--- src/hw/rtl/cgs_pkg.sv ---
// package: field widths, opcodes and the microcode table of the grlex successor unit
`timescale 1ns / 1ps
`default_nettype none

package cgs_pkg;

    // parameter defaults
    localparam int MAX_PARTS_DEF = 16;
    localparam int PART_BITS_DEF = 16;

    // fixed beat field widths
    localparam int OPCODE_W = 2;
    localparam int INDEX_W  = 4;
    localparam int VALUE_W  = 16;
    localparam int COUNT_W  = 5;

    localparam logic [COUNT_W-1:0] COUNT_RESET = 5'd3;

    // opcodes
    localparam logic [OPCODE_W-1:0] OP_RESTART = 2'd0;
    localparam logic [OPCODE_W-1:0] OP_LOAD    = 2'd1;
    localparam logic [OPCODE_W-1:0] OP_ADVANCE = 2'd2;

    // microprogram counter
    localparam int UPC_W = 5;
    typedef logic [UPC_W-1:0] upc_t;

    localparam upc_t S_IDLE       = 5'd0;
    localparam upc_t S_SCAN_RD    = 5'd1;
    localparam upc_t S_SCAN_CHK   = 5'd2;
    localparam upc_t S_SCAN_NEXT  = 5'd3;
    localparam upc_t S_ALLZERO    = 5'd4;
    localparam upc_t S_FOUND      = 5'd5;
    localparam upc_t S_LEFT_RD    = 5'd6;
    localparam upc_t S_LEFT_CHK   = 5'd7;
    localparam upc_t S_LEFT_WR    = 5'd8;
    localparam upc_t S_POS_WR     = 5'd9;
    localparam upc_t S_LAST_WR    = 5'd10;
    localparam upc_t S_FIRST_CHK  = 5'd11;
    localparam upc_t S_FIRST_WR   = 5'd12;
    localparam upc_t S_FIRST_LAST = 5'd13;
    localparam upc_t S_OVF        = 5'd14;
    localparam upc_t S_REP_RD     = 5'd15;
    localparam upc_t S_REP_EMIT   = 5'd16;
    localparam upc_t S_REP_NEXT   = 5'd17;

    // control word fields
    typedef enum logic [1:0] {
        A_K,
        A_KM1,
        A_LAST
    } addr_sel_t;

    typedef enum logic [2:0] {
        WD_ZERO,
        WD_ONE,
        WD_RD_INC,
        WD_T_DEC,
        WD_T_INC
    } wd_sel_t;

    typedef enum logic [1:0] {
        K_HOLD,
        K_ZERO,
        K_DEC,
        K_INC
    } kop_t;

    typedef enum logic [2:0] {
        C_NEXT,
        C_ALWAYS,
        C_RD_NZ,
        C_K_NZ,
        C_K_ZERO,
        C_RD_MAX,
        C_T_MAX,
        C_K_LAST
    } cond_t;

    typedef struct packed {
        addr_sel_t addr_sel;
        logic      we;
        wd_sel_t   wd_sel;
        kop_t      kop;
        cond_t     cond;
        upc_t      target;
        logic      latch_t;
        logic      set_ovf;
        logic      emit;
        logic      dispatch;
    } ctl_t;

    // microcode rom
    function automatic ctl_t cgs_ucode(input upc_t step);
        ctl_t c;
        c = '{addr_sel: A_K, we: 1'b0, wd_sel: WD_ZERO, kop: K_HOLD, cond: C_NEXT,
              target: S_IDLE, latch_t: 1'b0, set_ovf: 1'b0, emit: 1'b0, dispatch: 1'b0};
        unique case (step)
            S_IDLE:       c.dispatch = 1'b1;
            S_SCAN_RD:    ;
            S_SCAN_CHK:
            begin
                c.cond   = C_RD_NZ;
                c.target = S_FOUND;
            end
            S_SCAN_NEXT:
            begin
                c.kop    = K_DEC;
                c.cond   = C_K_NZ;
                c.target = S_SCAN_RD;
            end
            S_ALLZERO:
            begin
                c.addr_sel = A_LAST;
                c.we       = 1'b1;
                c.wd_sel   = WD_ONE;
                c.kop      = K_ZERO;
                c.cond     = C_ALWAYS;
                c.target   = S_REP_RD;
            end
            S_FOUND:
            begin
                c.latch_t = 1'b1;
                c.cond    = C_K_ZERO;
                c.target  = S_FIRST_CHK;
            end
            S_LEFT_RD:    c.addr_sel = A_KM1;
            S_LEFT_CHK:
            begin
                c.addr_sel = A_KM1;
                c.cond     = C_RD_MAX;
                c.target   = S_OVF;
            end
            S_LEFT_WR:
            begin
                c.addr_sel = A_KM1;
                c.we       = 1'b1;
                c.wd_sel   = WD_RD_INC;
            end
            S_POS_WR:
            begin
                c.we     = 1'b1;
                c.wd_sel = WD_ZERO;
            end
            S_LAST_WR:
            begin
                c.addr_sel = A_LAST;
                c.we       = 1'b1;
                c.wd_sel   = WD_T_DEC;
                c.kop      = K_ZERO;
                c.cond     = C_ALWAYS;
                c.target   = S_REP_RD;
            end
            S_FIRST_CHK:
            begin
                c.cond   = C_T_MAX;
                c.target = S_OVF;
            end
            S_FIRST_WR:
            begin
                c.we     = 1'b1;
                c.wd_sel = WD_ZERO;
            end
            S_FIRST_LAST:
            begin
                c.addr_sel = A_LAST;
                c.we       = 1'b1;
                c.wd_sel   = WD_T_INC;
                c.kop      = K_ZERO;
                c.cond     = C_ALWAYS;
                c.target   = S_REP_RD;
            end
            S_OVF:
            begin
                c.set_ovf = 1'b1;
                c.kop     = K_ZERO;
            end
            S_REP_RD:     ;
            S_REP_EMIT:
            begin
                c.emit   = 1'b1;
                c.cond   = C_K_LAST;
                c.target = S_IDLE;
            end
            S_REP_NEXT:
            begin
                c.kop    = K_INC;
                c.cond   = C_ALWAYS;
                c.target = S_REP_RD;
            end
            default:
            begin
                c.cond   = C_ALWAYS;
                c.target = S_IDLE;
            end
        endcase
        return c;
    endfunction

endpackage

`default_nettype wire

--- src/hw/rtl/cgs_if.sv ---
// channel interfaces: command beats, result beats and part count writes
`timescale 1ns / 1ps
`default_nettype none

interface cgs_item_if;
    import cgs_pkg::*;

    logic                valid;
    logic                ready;
    logic [OPCODE_W-1:0] opcode;
    logic [INDEX_W-1:0]  part_index;
    logic [VALUE_W-1:0]  part_value;

    modport source (output valid, output opcode, output part_index, output part_value,
                    input ready);
    modport sink   (input valid, input opcode, input part_index, input part_value,
                    output ready);
endinterface

interface cgs_result_if;
    import cgs_pkg::*;

    logic               valid;
    logic               ready;
    logic [INDEX_W-1:0] out_index;
    logic [VALUE_W-1:0] out_value;
    logic               overflow;
    logic               last;

    modport source (output valid, output out_index, output out_value, output overflow,
                    output last, input ready);
    modport sink   (input valid, input out_index, input out_value, input overflow,
                    input last, output ready);
endinterface

interface cgs_cfg_if;
    import cgs_pkg::*;

    logic               valid;
    logic               ready;
    logic [COUNT_W-1:0] part_count;

    modport source (output valid, output part_count, input ready);
    modport sink   (input valid, input part_count, output ready);
endinterface

`default_nettype wire

--- src/hw/rtl/composition_grlex_successor_unit.sv ---
// top level: composition successor in graded lexicographic order, microcoded
//
// channels: item (command beats: opcode, part_index, part_value), result (one
// beat per active part: out_index, out_value, overflow, last) and cfg (writes of
// part_count, always ready; write it only while the unit is idle)
// restart clears every part and reports the active ones; load writes one part
// and reports nothing; advance steps to the successor and reports the active
// parts, with overflow set on every beat and the parts kept when one would wrap
// timing: a command is taken only in the idle step; load and unused opcodes go
// straight back to idle. a restart enters the report loop, which reads, emits and
// steps over each active part until the beat flagged last; its first result beat
// passes the read step and the emit step into the result register. an advance
// first scans from the right end (read, check, next) to the first nonzero part
// or past the left end, then runs the update steps and the report loop. the pace
// comes from the memory's single read port, one access per microcode step
// reset clears all parts through per-entry valid bits at once, sets part_count
// to 3 and returns the sequencer to idle; no clearing pass is needed
// a stalled receiver holds the result register and freezes the program counter
// in the emit step, nothing is lost or repeated
`timescale 1ns / 1ps
`default_nettype none

module composition_grlex_successor_unit #(
    parameter int MAX_PARTS = cgs_pkg::MAX_PARTS_DEF,
    parameter int PART_BITS = cgs_pkg::PART_BITS_DEF
) (
    input  wire logic    clk,
    input  wire logic    rst_n,
    cgs_cfg_if.sink      cfg,
    cgs_item_if.sink     item,
    cgs_result_if.source result
);
    import cgs_pkg::*;

    localparam int AW    = (MAX_PARTS > 1) ? $clog2(MAX_PARTS) : 1;
    localparam int CNT_W = ($clog2(MAX_PARTS + 1) > COUNT_W) ? $clog2(MAX_PARTS + 1) : COUNT_W;

    // control state
    upc_t                upc_reg, upc_next;
    logic [AW-1:0]       k_reg, k_next;
    logic                ovf_reg, ovf_next;
    logic [MAX_PARTS-1:0] valid_reg, valid_next;
    logic [COUNT_W-1:0]  part_count_reg, part_count_next;
    logic                out_valid_reg, out_valid_next;

    // payload
    logic [PART_BITS-1:0] t_reg;
    logic [PART_BITS-1:0] rd_data_reg;
    logic [INDEX_W-1:0]   out_index_reg;
    logic [VALUE_W-1:0]   out_value_reg;
    logic                 out_ovf_reg;
    logic                 out_last_reg;

    // part memory
    logic [PART_BITS-1:0] mem [MAX_PARTS];

    ctl_t                 ctl;
    logic                 item_fire;
    logic                 emit_go;
    logic                 cond_true;
    logic                 k_last;
    logic [CNT_W-1:0]     pc_ext;
    logic [AW-1:0]        last_idx;
    logic [AW-1:0]        rd_addr;
    logic [AW-1:0]        wr_addr;
    logic [PART_BITS-1:0] wr_data;
    logic                 wr_en;
    logic                 load_hit;

    assign ctl       = cgs_ucode(upc_reg);
    assign item_fire = item.valid && item.ready;
    assign emit_go   = ctl.emit && (!out_valid_reg || result.ready);

    assign cfg.ready  = 1'b1;
    assign item.ready = (upc_reg == S_IDLE);

    assign result.valid     = out_valid_reg;
    assign result.out_index = out_index_reg;
    assign result.out_value = out_value_reg;
    assign result.overflow  = out_ovf_reg;
    assign result.last      = out_last_reg;

    // active part count, zero acts as one, clamped to the storage depth
    assign pc_ext = CNT_W'(part_count_reg);
    always_comb
    begin
        priority if (pc_ext == '0)
            last_idx = '0;
        else if (pc_ext >= CNT_W'(MAX_PARTS))
            last_idx = AW'(MAX_PARTS - 1);
        else
            last_idx = AW'(pc_ext - CNT_W'(1));
    end

    assign k_last = (k_reg == last_idx);

    // jump condition of the current step
    always_comb
    begin
        unique case (ctl.cond)
            C_NEXT:   cond_true = 1'b0;
            C_ALWAYS: cond_true = 1'b1;
            C_RD_NZ:  cond_true = (rd_data_reg != '0);
            C_K_NZ:   cond_true = (k_reg != '0);
            C_K_ZERO: cond_true = (k_reg == '0);
            C_RD_MAX: cond_true = &rd_data_reg;
            C_T_MAX:  cond_true = &t_reg;
            C_K_LAST: cond_true = k_last;
            default:  cond_true = 1'b0;
        endcase
    end

    // memory addressing and write data
    always_comb
    begin
        unique case (ctl.addr_sel)
            A_K:     rd_addr = k_reg;
            A_KM1:   rd_addr = k_reg - AW'(1);
            A_LAST:  rd_addr = last_idx;
            default: rd_addr = k_reg;
        endcase
    end

    assign load_hit = ctl.dispatch && item_fire && (item.opcode == OP_LOAD)
                      && (int'(item.part_index) < MAX_PARTS);

    always_comb
    begin
        unique case (ctl.wd_sel)
            WD_ZERO:   wr_data = '0;
            WD_ONE:    wr_data = PART_BITS'(1);
            WD_RD_INC: wr_data = rd_data_reg + PART_BITS'(1);
            WD_T_DEC:  wr_data = t_reg - PART_BITS'(1);
            WD_T_INC:  wr_data = t_reg + PART_BITS'(1);
            default:   wr_data = '0;
        endcase
        wr_addr = rd_addr;
        wr_en   = ctl.we;
        if (load_hit)
        begin
            wr_addr = AW'(item.part_index);
            wr_data = PART_BITS'(item.part_value);
            wr_en   = 1'b1;
        end
    end

    // sequencer next state
    always_comb
    begin
        upc_next        = cond_true ? ctl.target : upc_reg + UPC_W'(1);
        k_next          = k_reg;
        ovf_next        = ovf_reg | ctl.set_ovf;
        valid_next      = valid_reg;
        part_count_next = part_count_reg;
        out_valid_next  = out_valid_reg && !result.ready;

        unique case (ctl.kop)
            K_HOLD:  k_next = k_reg;
            K_ZERO:  k_next = '0;
            K_DEC:   k_next = k_reg - AW'(1);
            K_INC:   k_next = k_reg + AW'(1);
            default: k_next = k_reg;
        endcase

        if (ctl.dispatch)
        begin
            upc_next = S_IDLE;
            if (item_fire)
            begin
                priority case (item.opcode)
                    OP_RESTART:
                    begin
                        upc_next   = S_REP_RD;
                        k_next     = '0;
                        ovf_next   = 1'b0;
                        valid_next = '0;
                    end
                    OP_ADVANCE:
                    begin
                        upc_next = S_SCAN_RD;
                        k_next   = last_idx;
                        ovf_next = 1'b0;
                    end
                    default:    upc_next = S_IDLE;
                endcase
            end
        end

        // receiver stall freezes the emit step
        if (ctl.emit && !emit_go)
            upc_next = upc_reg;
        if (emit_go)
            out_valid_next = 1'b1;

        if (wr_en)
            valid_next[wr_addr] = 1'b1;

        if (cfg.valid && cfg.ready)
            part_count_next = cfg.part_count;
    end

    always_ff @(posedge clk or negedge rst_n)
    begin
        if (!rst_n)
        begin
            upc_reg        <= S_IDLE;
            k_reg          <= '0;
            ovf_reg        <= 1'b0;
            valid_reg      <= '0;
            part_count_reg <= COUNT_RESET;
            out_valid_reg  <= 1'b0;
        end
        else
        begin
            upc_reg        <= upc_next;
            k_reg          <= k_next;
            ovf_reg        <= ovf_next;
            valid_reg      <= valid_next;
            part_count_reg <= part_count_next;
            out_valid_reg  <= out_valid_next;
        end
    end

    // datapath registers
    always_ff @(posedge clk)
    begin
        if (ctl.latch_t)
            t_reg <= rd_data_reg;
        if (emit_go)
        begin
            out_index_reg <= INDEX_W'(k_reg);
            out_value_reg <= VALUE_W'(rd_data_reg);
            out_ovf_reg   <= ovf_reg;
            out_last_reg  <= k_last;
        end
    end

    // part memory, one write and one registered read port
    always_ff @(posedge clk)
    begin
        if (wr_en)
            mem[wr_addr] <= wr_data;
    end

    always_ff @(posedge clk)
    begin
        rd_data_reg <= valid_reg[rd_addr] ? mem[rd_addr] : '0;
    end

`ifndef SYNTHESIS
    // report index never runs past the active parts
    a_k_in_range: assert property (@(posedge clk) disable iff (!rst_n)
        (upc_reg == S_REP_EMIT) |-> (k_reg <= last_idx))
        else $error("report index beyond active parts");

    // the beat flagged last ends the run
    a_last_ends_run: assert property (@(posedge clk) disable iff (!rst_n)
        (emit_go && k_last) |=> (upc_reg == S_IDLE))
        else $error("sequencer did not return to idle after last beat");

    // memory writes stay inside the storage depth
    a_wr_in_range: assert property (@(posedge clk) disable iff (!rst_n)
        wr_en |-> (int'(wr_addr) < MAX_PARTS))
        else $error("part write out of range");

    // restart empties every stored part
    a_restart_clears: assert property (@(posedge clk) disable iff (!rst_n)
        (item_fire && item.opcode == OP_RESTART) |=> (valid_reg == '0))
        else $error("restart did not clear parts");

    // a new beat is only produced while the result register can take it
    a_no_overwrite: assert property (@(posedge clk) disable iff (!rst_n)
        (out_valid_reg && !result.ready) |=> (out_valid_reg && $stable(out_value_reg)))
        else $error("pending result beat overwritten");
`endif

endmodule

`default_nettype wire

--- src/flat_wrapper.sv ---
// flat-port wrapper written by rule: the top's interface ports become plain ports
module composition_grlex_successor_unit_flat import cgs_pkg::*;
#(
    parameter int MAX_PARTS = cgs_pkg::MAX_PARTS_DEF,
    parameter int PART_BITS = cgs_pkg::PART_BITS_DEF
)
  (clk, rst_n, cfg_valid, cfg_part_count, cfg_ready, item_valid, item_opcode, item_part_index, item_part_value, item_ready, result_valid, result_out_index, result_out_value, result_overflow, result_last, result_ready);
  cgs_cfg_if cfg_i ();
  cgs_item_if item_i ();
  cgs_result_if result_i ();
  input  wire logic clk;
  input  wire logic rst_n;
  input wire logic [$bits(cfg_i.valid)-1:0] cfg_valid;
  input wire logic [$bits(cfg_i.part_count)-1:0] cfg_part_count;
  output wire logic [$bits(cfg_i.ready)-1:0] cfg_ready;
  input wire logic [$bits(item_i.valid)-1:0] item_valid;
  input wire logic [$bits(item_i.opcode)-1:0] item_opcode;
  input wire logic [$bits(item_i.part_index)-1:0] item_part_index;
  input wire logic [$bits(item_i.part_value)-1:0] item_part_value;
  output wire logic [$bits(item_i.ready)-1:0] item_ready;
  output wire logic [$bits(result_i.valid)-1:0] result_valid;
  output wire logic [$bits(result_i.out_index)-1:0] result_out_index;
  output wire logic [$bits(result_i.out_value)-1:0] result_out_value;
  output wire logic [$bits(result_i.overflow)-1:0] result_overflow;
  output wire logic [$bits(result_i.last)-1:0] result_last;
  input wire logic [$bits(result_i.ready)-1:0] result_ready;
  assign cfg_i.valid = cfg_valid;
  assign cfg_i.part_count = cfg_part_count;
  assign cfg_ready = cfg_i.ready;
  assign item_i.valid = item_valid;
  assign item_i.opcode = item_opcode;
  assign item_i.part_index = item_part_index;
  assign item_i.part_value = item_part_value;
  assign item_ready = item_i.ready;
  assign result_valid = result_i.valid;
  assign result_out_index = result_i.out_index;
  assign result_out_value = result_i.out_value;
  assign result_overflow = result_i.overflow;
  assign result_last = result_i.last;
  assign result_i.ready = result_ready;
  composition_grlex_successor_unit #(.MAX_PARTS(MAX_PARTS), .PART_BITS(PART_BITS)) u_core (.clk(clk), .rst_n(rst_n), .cfg(cfg_i), .item(item_i), .result(result_i));
endmodule
--- config.mk ---
export PLATFORM = sky130hd
export DESIGN_NAME = composition_grlex_successor_unit_flat
export DESIGN_NICKNAME = d
export VERILOG_FILES = /design/src/hw/rtl/cgs_pkg.sv /design/src/hw/rtl/cgs_if.sv /design/src/hw/rtl/composition_grlex_successor_unit.sv /design/src/flat_wrapper.sv
export SDC_FILE = /design/constraint.sdc
export NUM_CORES = 1
export LEC_CHECK = 0
export ABC_CLOCK_PERIOD_IN_PS = 5750
export BUFFER_PORTS_ARGS = -buffer_cell sky130_fd_sc_hd__buf_2
export CAP_MARGIN = 20
export CORE_ASPECT_RATIO = 0.5
export CORE_UTILIZATION = 62
export DETAILED_ROUTE_END_ITERATION = 7
export PLACE_DENSITY = 0.9
export SYNTH_ARGS = -nofsm -noshare
export SYNTH_HDL_FRONTEND = slang
export SYNTH_SLANG_ARGS = --single-unit
--- constraint.sdc ---
create_clock -name clk -period 5.75 [get_ports clk]
set_clock_uncertainty 0.2 [all_clocks]
set_input_delay 1.15 -clock clk [delete_from_list [all_inputs] [get_ports clk]]
set_output_delay 1.15 -clock clk [all_outputs]
set_load 0.05 [all_outputs]
**Word level (Yosys, flattened, before mapping)**

Memory sizes are Yosys's and may differ from the RTL's. A register that Yosys moved wholly into a read port is not among the register bits.
Index checks and enable logic that the tools add are counted.

- Flip-flop bits (word level): 70
- Memory bits (writable): 256
- Bits of input ports: 32
- Output and inout bits: 25
- Logic and storage cells: 128
- Memories kept: 1

Memory list:

| name | words | bits a word | read ports | clocked after memory_dff | wr ports | RTL line | RTL |
|---|---|---|---|---|---|---|---|
| u_core.mem | 16 | 16 | 1 | 1 | 1 | composition_grlex_successor_unit.sv:55 | `logic [PART_BITS-1:0] mem [MAX_PARTS];` |

- $add $sub $neg: 7
- Order comparisons: 4
- Equal/unequal tests: 36
- Mux-type cells: 38
- Bitwise gates (word level): 2
- Reductions and logical operators: 29

Operator list:

| operator | count |
|---|---|
| $mux 16 | 5 |
| $pmux 16 s4 | 1 |
| $pmux 8 s8 | 1 |
| $eq 5x4->1 const B | 8 |
| $add 16x1->16 const B | 2 |
| $reduce_and 16->1 | 2 |
| $pmux 4 s2 | 3 |
| $eq 5x3->1 const B | 4 |
| $mux 4 | 5 |
| $pmux 4 s5 | 1 |
| $or 16x16->16 | 1 |
| $pmux 4 s4 | 1 |
| $reduce_bool 16->1 | 1 |
| $sub 16x1->16 const B | 1 |
| $eq 3x3->1 const B | 5 |
| $mux 5 | 3 |
| $mux 1 | 13 |
| $eq 3x2->1 const B | 4 |
| $eq 5x2->1 const B | 2 |
| $eq 5x5->1 const B | 2 |
| $logic_not 5->1 | 2 |
| $lt 4x5->1 const B | 2 |
| $eq 2x2->1 const B | 4 |
| $pmux 1 s8 | 1 |
| other kinds (25) | 42 |

**Longest topological paths before layout**

Gate-level depths: netlist of the first run.

- Depth in word-level cells: 12
- Mapped depth: 18
- Depth with buffers taken out: 14

**Worst setup path before layout of the first run**

OpenSTA, ideal clock, no wires.

- Path kind: flip-flop to flip-flop
- Start point: register u_core.upc_reg[0]
- End point: memory u_core.mem[12][0] (netlist bit) (enable)
- Setup time: 0.388 ns
- Arrival time: 4.048 ns
- Required time: 5.162 ns
- Path slack: 1.114 ns
- Cell stages (with the launch flop): 11
- Path buffers: 1
- Clock period less this slack: 4.636 ns
- Cells stage by stage: dfrtp_1 -> inv_1 -> ha_1 -> nand2b_1 -> nor3_1 -> nand2_1 -> nor3b_1 -> clkbuf_1 -> and3_1 -> a21oi_1 -> nor2_1

- Longest elaborated chain between the ends: 7
- Elaborated cells between the ends (all ways): 25
- Those cells by class: eq/ne (10); mux (8); reduce/logical (7)

RTL lines:

| item | RTL line | RTL |
|---|---|---|
| from (decl) | composition_grlex_successor_unit.sv:39 | `upc_t upc_reg, upc_next;` |
| from (signal assigned) | composition_grlex_successor_unit.sv:215 | `upc_reg <= upc_next;` |
| $logic_not 5->1 * | composition_grlex_successor_unit.sv:75 | `assign item.ready = (upc_reg == S_IDLE);` |
| named net item_ready | flat_wrapper.sv:20 | `output wire logic [$bits(item_i.ready)-1:0] item_ready;` |
| $mux 1 or $logic_and 1x1->1 (tied branches) | cgs_pkg.sv:98, composition_grlex_successor_unit.sv:71 |  |
| $logic_and 1x1->1 * (2 in series) | composition_grlex_successor_unit.sv:124 | `assign load_hit = ctl.dispatch && item_fire && (item.opcode == OP_LOAD)` |
| $mux 1 | composition_grlex_successor_unit.sv:139 | `if (load_hit)` |
| $mux 1 | composition_grlex_successor_unit.sv:241 | `if (wr_en)` |
| $mux 1 (implied by the code) | composition_grlex_successor_unit.sv:242 | `mem[wr_addr] <= wr_data;` |
| to (decl) | composition_grlex_successor_unit.sv:55 |  |

The timed path passes the listed nets; every way through them passes the cells marked *.

**Final worst setup path of the first run**

- Start point: register u_core.upc_reg[3]
- End point: register u_core.rd_data_reg[4], read port of u_core.mem

- Longest elaborated chain between the ends: 8
- Elaborated cells between the ends (all ways): 15
- Those cells by class: eq/ne (8); mux (4); reduce/logical (3)

RTL lines:

| item | RTL line | RTL |
|---|---|---|
| $eq 5x3->1 or $eq 5x4->1 (tied branches) | cgs_pkg.sv:98 | `unique case (step)` |
| $reduce_or 3->1 (no source line) | n/a |  |
| $pmux 2 s2 * | cgs_pkg.sv:98 |  |
| $eq 2x2->1 or $eq 2x1->1 (tied branches) | composition_grlex_successor_unit.sv:116 | `unique case (ctl.addr_sel)` |
| $pmux 4 s2 * | composition_grlex_successor_unit.sv:116 |  |
| $bmux 1 s4 | composition_grlex_successor_unit.sv:247 | `rd_data_reg <= valid_reg[rd_addr] ? mem[rd_addr] : '0;` |
| $mux 1 (implied by the code) | composition_grlex_successor_unit.sv:247 |  |
| $logic_not 1->1 (no source line) | n/a |  |
| to (decl) | composition_grlex_successor_unit.sv:48 | `logic [PART_BITS-1:0] rd_data_reg;` |

Mark *: on every way between the ends. The rest lies on a longest branch, timed or not. The select of a mux whose other input is x is not followed.
A chain may end at the register's enable or synchronous reset.

==> results of run 1 <==
[placed cells by master (no fill, tap or decap), drive strengths merged, types with 6 or more instances in the layout]
cell type / n
nor3: 21
nand2b: 9
and3: 8
clkinv: 11
xnor2: 13
a32oi: 33
mux4: 36
inv: 20
edfxtp: 294
o221ai: 20
xor2: 22
a22oi: 32
clkbuf: 39
nor2: 45
dfrtp: 30
nor3b: 8
ha: 14
mux2i: 14
nand3: 18
nand4: 7
buf: 101
nand2: 169
mux2: 6
dfxtp: 16
a21oi: 70
nor2b: 12
o21ai: 36
nor4: 8
[worst paths after layout]
path,startpoint,endpoint,slack (ns)
worst max-delay path,u_core.upc_reg[3],u_core.rd_data_reg[4],0.77
worst min register to register,u_core.ovf_reg,u_core.result.overflow,0.28
worst min-delay path,u_core.ovf_reg,u_core.result.overflow,0.28
min in group asynchronous,rst_n,u_core.ovf_reg,0.44
max in group asynchronous,rst_n,u_core.result.valid,4.40
worst max register to register,u_core.upc_reg[3],u_core.rd_data_reg[4],0.77
[through the flow]
step | cells | setup slack, ns | util, %
floorplan | 1098 | 1.11 | -
global placement | 1435 | 1.25 | 67.5
detailed placement | 1435 | 1.05 | 67.5
CTS | 1489 | 0.968 | 71.3
global route | 1490 | 0.540 | 71.4
finish | 1490 | 0.767 | 71.4
[layer usage]
metal  routed length (um)  vias to the layer above
met5                    0                        -
met4                 2030                        0
met3                 6120                      205
met2                18800                     1049
met1                14600                     5073
li1                     -                     4343
[cell type report]
type | instances | area (um^2) | share of cell area, %
inverters | 18 | 67.6 | 0.408
multi-input cells | 668 | 4670 | 28.2
repair buffers | 101 | 628 | 3.79
well taps | 307 | 384 | 2.32
clock buffers | 39 | 773 | 4.66
flip-flops and latches | 342 | 9950 | 60.0
clock inverters | 15 | 101 | 0.611
[power by group through the flow]
| stage | clock network (mW) | registers, mW | logic [mW] |
|---|---|---|---|
| after detailed placement | 0 | 3.30 | 3.43 |
| after global placement | 0 | 3.28 | 3.24 |
| after global routing | 1.96 | 3.30 | 3.93 |
| after CTS | 1.86 | 3.26 | 3.60 |
| after floorplan | 0 | 3.19 | 2.58 |
| final | 1.87 | 3.28 | 3.75 |
[synth_stat cells, drive strengths merged, types with 3 or more instances]
master	instances	area share (%)
a211oi	5	0.25
a21oi	70	2.3
a22oi	32	1.6
a32oi	33	1.9
and3	8	0.33
buf	20	0.72
clkbuf	50	1.3
dfrtp	30	5.0
dfxtp	16	2.1
edfxtp	294	59
ha	14	1.2
inv	18	0.45
mux2	6	0.45
mux2i	14	0.94
mux4	36	5.4
nand2	169	4.2
nand2b	9	0.38
nand3	18	0.60
nand3b	4	0.20
nand4	7	0.29
nand4b	3	0.18
nor2	45	1.2
nor2b	12	0.50
nor3	21	0.70
nor3b	8	0.40
nor4	8	0.33
nor4bb	3	0.20
o211ai	3	0.15
o21ai	36	1.2
o221ai	20	1.2
or3	4	0.17
or4	3	0.15
xnor2	13	0.76
xor2	22	1.3
[cells by family (layout without fill, tap and decap cells)]
group	after synthesis	count (layout)	share of synthesized area [%]
AND/OR/NAND/NOR	335	335	10.6
flip-flops	342	342	66.6
other	1	1	0.0251
XOR/XNOR	35	35	2.05
adder cells (fa/ha/maj)	14	14	1.17
buffers and inverters	88	173	2.43
multiplexers	56	56	6.82
AO/OA/AOI/OAI	227	227	10.3
[critical path, stage by stage (launching register included)]
cell	delay, ns
dfrtp_1	0.77
inv_1	0.26
a2bb2oi_1	0.20
or2_2	0.30
ha_1	0.48
a311oi_1	0.13
a21oi_4	0.17
buf_4	0.48
buf_4	0.72
mux4_2	0.42
a22oi_1	0.47
a21oi_1	0.15
==> metrics.yaml, run 1 <==
synthesis:
  synth_edf_count: 294
  ys_seq_area_share_pct: 66.6
  syn-instance-count: 1098
  synthesis.area_um2: 14900
  synth-seq-cells: 342
  async_flop_share_pct: 9.36
  yosys_warnings: 0
  synth_area_per_cell_um2: 13.6
  ys_types: 69
  synth_ff_type: "edfxtp_1"
  syn_nets: 1144
grt:
  use_met1_pct: 46.2
  grt_max_degree: 63
  grt_overflow: 0
  grt_pass1_vias: 10400
  top_usage_layer: "met2"
  use_met3_pct: 9.40
  antenna_found_initial: 0
  grt_util_all_layers_pct: 34.0
  grt_pass1_wl_um: 62800
  met2_usage_pct: 52.3
routing:
  wire_per_inst_um: 27.9
  detail_route.vias_per_cell: 7.16
  ant_nets: 0
  post-route-drc-count: 0
  drtIter0Drc: 2016
  dr.pass1.iters: 8
  drt_wl_total_um: 41500
  vias: 10700
timing:
  rsz0062_at_grt: "no"
  setup_violations: 0
  max_freq_mhz: 201
  relSlewSlack_pct: 40.6
  tightest_slew_ns: 0.888
  timing.hold.ws_ns: 0.276
  post-route-min-period_ns: 4.98
  setup_tns_ns: 0
  hold_viol_final: 0
  period_share_pct: 86.7
  maxSlewViolCount: 0
pwr:
  combPwrFrac_pct: 42.1
  finalPower_mw: 8.89
  vdd_drop_max_v: 0.000385
  pwr-share-seq_pct: 36.9
  sw_frac_of_total_pct: 40.5
  p_leak_nw: 5.80
  clkPwrFrac_pct: 21.0
  power_density_nw_per_um2: 537
  p_int_mw: 5.29
  switchingPower_mw: 3.61
setup_path:
  arrival_ns: 5.23
  reg2reg_depth: 11
  worstPathMaxFanout: 62
  critPathKind: "reg2reg"
  critPathCaptureType: "flip-flop"
  critPathLaunchType: "flip-flop"
  worstPathRequired_ns: 6.00
cts:
  cts_max_level: 1
  path_clk_slew_ns: 0.07
  tritoncts: "done"
  holdBufCountCts: 0
  cts_setup_buffers: 0
  cts_buffers: 29
  clock_latency_ns: 0.59
  clockBufferDepth: 3
  ctsResizeCount: 0
  cts_sinks: 342
  cts_root_buffer: "clkbuf_16"
finish:
  diodes: 0
  largest_reg_flops: 256
  final_nets: 1206
  syn_to_final_growth_pct: 10.9
  regMostFlops: "u_core.mem"
  final_cell_area_um2: 16600
  fillCellCount: 1342
  layout-drive-gt1-share_pct: 16.3
floorplanning:
  fp.dieW_um: 222
  fp.dieArea_um2: 24800
  rows: 39
  core_um2: 23200
  initial_utilization_pct: 64.3
  ios: 57
  die_y_um: 112
hold_path:
  min_path_cells: 0
  hp-class: "reg2reg"
placed_design:
  portBuffers: 55
  gp_congestion: 0.933
  place_area_um2: 15700
  dp_hpwl_um: 24200
outcome:
  status: "complete, no violations"
flow_run:
  drv_cap: 0
Power figures use the tool's default switching activity.
==> run 2, diff against run 1 <==
BUFFER_PORTS_ARGS = -buffer_cell sky130_fd_sc_hd__buf_4   (was -buffer_cell sky130_fd_sc_hd__buf_2)
PLACE_DENSITY = 0.8   (was 0.9)
==> run 2 against run 1 <==
- global-route usage down 3.3 points
- die area unchanged
- register-to-register slack better by 0.11 ns
- worst setup slack improved by 0.11 ns
- count of clock-buffer cells in the layout decreased by 4
- core utilization is 0.68 points higher
- clock power fell by 5%
- combinational power fell by 5%
==> metrics.yaml, run 2 (same netlist as run 1, synthesis figures left out) <==
timing:
  post-route-min-period_ns: 4.87  # -0.110 ns
  setup_tns_ns: 0  # unchanged
  rsz0062_at_grt: "no"
  maxSlewViolCount: 0  # unchanged
  tightest_slew_ns: 0.921  # +0.0333 ns
  setup_violations: 0  # unchanged
  period_share_pct: 84.7  # -1.9 points
  hold_viol_final: 0  # unchanged
  relSlewSlack_pct: 38.0  # -2.6 points
  max_freq_mhz: 205  # +2.3%
setup_path:
  critPathCaptureType: "flip-flop"
  critPathKind: "reg2reg"
  worstPathRequired_ns: 5.84  # -0.16 ns
  worstPathMaxFanout: 18  # -71%
  crit-reg2reg-launch: "u_core.upc_reg[0]"
  critPathLaunchType: "flip-flop"
  crit_start: "u_core.upc_reg[0]"
  arrival_ns: 4.96  # -0.27 ns
finish:
  largest_reg_flops: 256  # unchanged
  final_common_cell: "edfxtp_1"
  final_nets: 1209  # +0.25%
  regMostFlops: "u_core.mem"
  diodes: 0  # unchanged
  layout_common_cells: "edfxtp_1, nand2_1, buf_4"
  syn_to_final_growth_pct: 12.0
  layout-drive-gt1-share_pct: 16.6  # +0.25 points
pwr:
  clkPwrFrac_pct: 20.6  # -0.4 points
  p_int_mw: 5.27  # -0.25%
  switchingPower_mw: 3.34  # -7.5%
  p_leak_nw: 5.86  # +0.93%
  finalPower_mw: 8.61  # -3.2%
  combPwrFrac_pct: 41.6  # -0.5 points
  power_density_nw_per_um2: 515  # -4.1%
  sw_frac_of_total_pct: 38.7  # -1.8 points
  pwr-share-seq_pct: 37.8  # +0.9 points
  vdd_drop_max_v: 0.000515  # +34%
floorplanning:
  ios: 57  # unchanged
  fp.dieArea_um2: 24800  # unchanged
  core_um2: 23200  # unchanged
  die_y_um: 112  # unchanged
  fp.dieW_um: 222  # unchanged
  rows: 39  # unchanged
  initial_utilization_pct: 64.3  # unchanged
routing:
  ant_nets: 0  # unchanged
  detail_route.vias_per_cell: 6.75  # -5.7%
  drtIter0Drc: 1302  # -35%
  post-route-drc-count: 0  # unchanged
  vias: 10100  # -5.7%
  dr.pass1.iters: 5  # -3
  wl_met3_um: 4470  # -27%
  dr_wl_met2_um: 16800  # -11%
  drt_wl_total_um: 37200  # -11%
  m1WireLength_um: 15000  # +2.7%
  top_layer: "met4"
  wire_per_inst_um: 24.9  # -11%
placed_design:
  dp_hpwl_um: 23700  # -2.0%
  portBuffers: 55  # unchanged
  gp_congestion: 0.951  # +1.9%
outcome:
  status: "complete, no violations"
grt:
  grt_max_degree: 104  # +65%
  grt_pass1_wl_um: 57200  # -8.9%
  grt_pass1_vias: 9894  # -5.3%
  grt_util_all_layers_pct: 30.7  # -3.3 points
  antenna_found_initial: 0  # unchanged
  grt_overflow: 0  # unchanged
cts:
  path_clk_slew_ns: 0.07  # about the same
  clock_latency_ns: 0.58  # about the same
  cts_setup_buffers: 0  # unchanged
  holdBufCountCts: 0  # unchanged
  tritoncts: "done"
  ctsResizeCount: 0  # unchanged
  cts_max_level: 1  # unchanged
  cts_buffers: 28  # -3.4%
  cts_sinks: 342  # unchanged
  clockBufferDepth: 3  # unchanged
  cts_root_buffer: "clkbuf_16"
flow_run:
  drv_cap: 0  # unchanged
hold_path:
  min_from: "u_core.ovf_reg"
  hp-class: "reg2reg"
run 2: power groups by stage:
stage	sequential (mW)	combinational [mW]	clock [mW]
after floorplan	3.19	2.58	0
after global placement	3.27	3.34	0
after detailed placement	3.29	3.46	0
after CTS	3.24	3.51	1.79
after global routing	3.27	3.86	1.88
final	3.25	3.58	1.78
run 2: worst max-delay path, cell delays in order, from the launching register on:
cell and delay, ns:
dfrtp_1 0.46, inv_1 0.14, ha_1 0.34, nand2b_1 0.15
a2bb2oi_1 0.15, or2_2 0.29, ha_1 0.43, nor3b_1 0.23
a21oi_1 0.06, o221ai_1 0.30, nor2b_1 0.24, buf_4 0.31
a21oi_1 0.26, nor2_1 0.72, buf_4 0.31
run 2: per-stage QoR:
stage	utilization (%)	area, um^2	cells	setup slack [ns]	hold WS (ns)
after floorplan	-	14900	1098	1.11	0.226
after global placement	68.3	15900	1436	1.07	0.234
after detailed placement	68.3	15900	1438	0.899	0.249
after CTS	71.9	16700	1488	0.915	0.266
after global routing	72.0	16700	1490	0.513	0.278
final	72.0	16700	1490	0.877	0.263
run 2: area by class of cell:
type	count	area [um^2]
sequential	342	9950
fill	1427	6490
multi-input combinational	668	4670
timing repair buffer	105	825
clock buffer	35	727
tap	307	384
clock inverter	15	109
inverter	18	67.6
run 2: worst paths after layout:
check	endpoint	slack, ns	cells past startpoint
worst max-delay path	u_core.mem[6][5]	0.88	14
worst min-delay path	u_core.result.overflow	0.26	0
worst max register to register	u_core.mem[6][5]	0.88	14
worst min register to register	u_core.result.overflow	0.26	0
max in group asynchronous	u_core.part_count_reg[0]	4.67	1
min in group asynchronous	u_core.valid_reg[4]	0.32	1
run 2: routing by layer:
metal,global-route usage [%],vias to the layer above
met5,0,-
met4,7.50,0
met3,8.05,75
met2,47.2,650
met1,44.3,4984
li1,-,4349
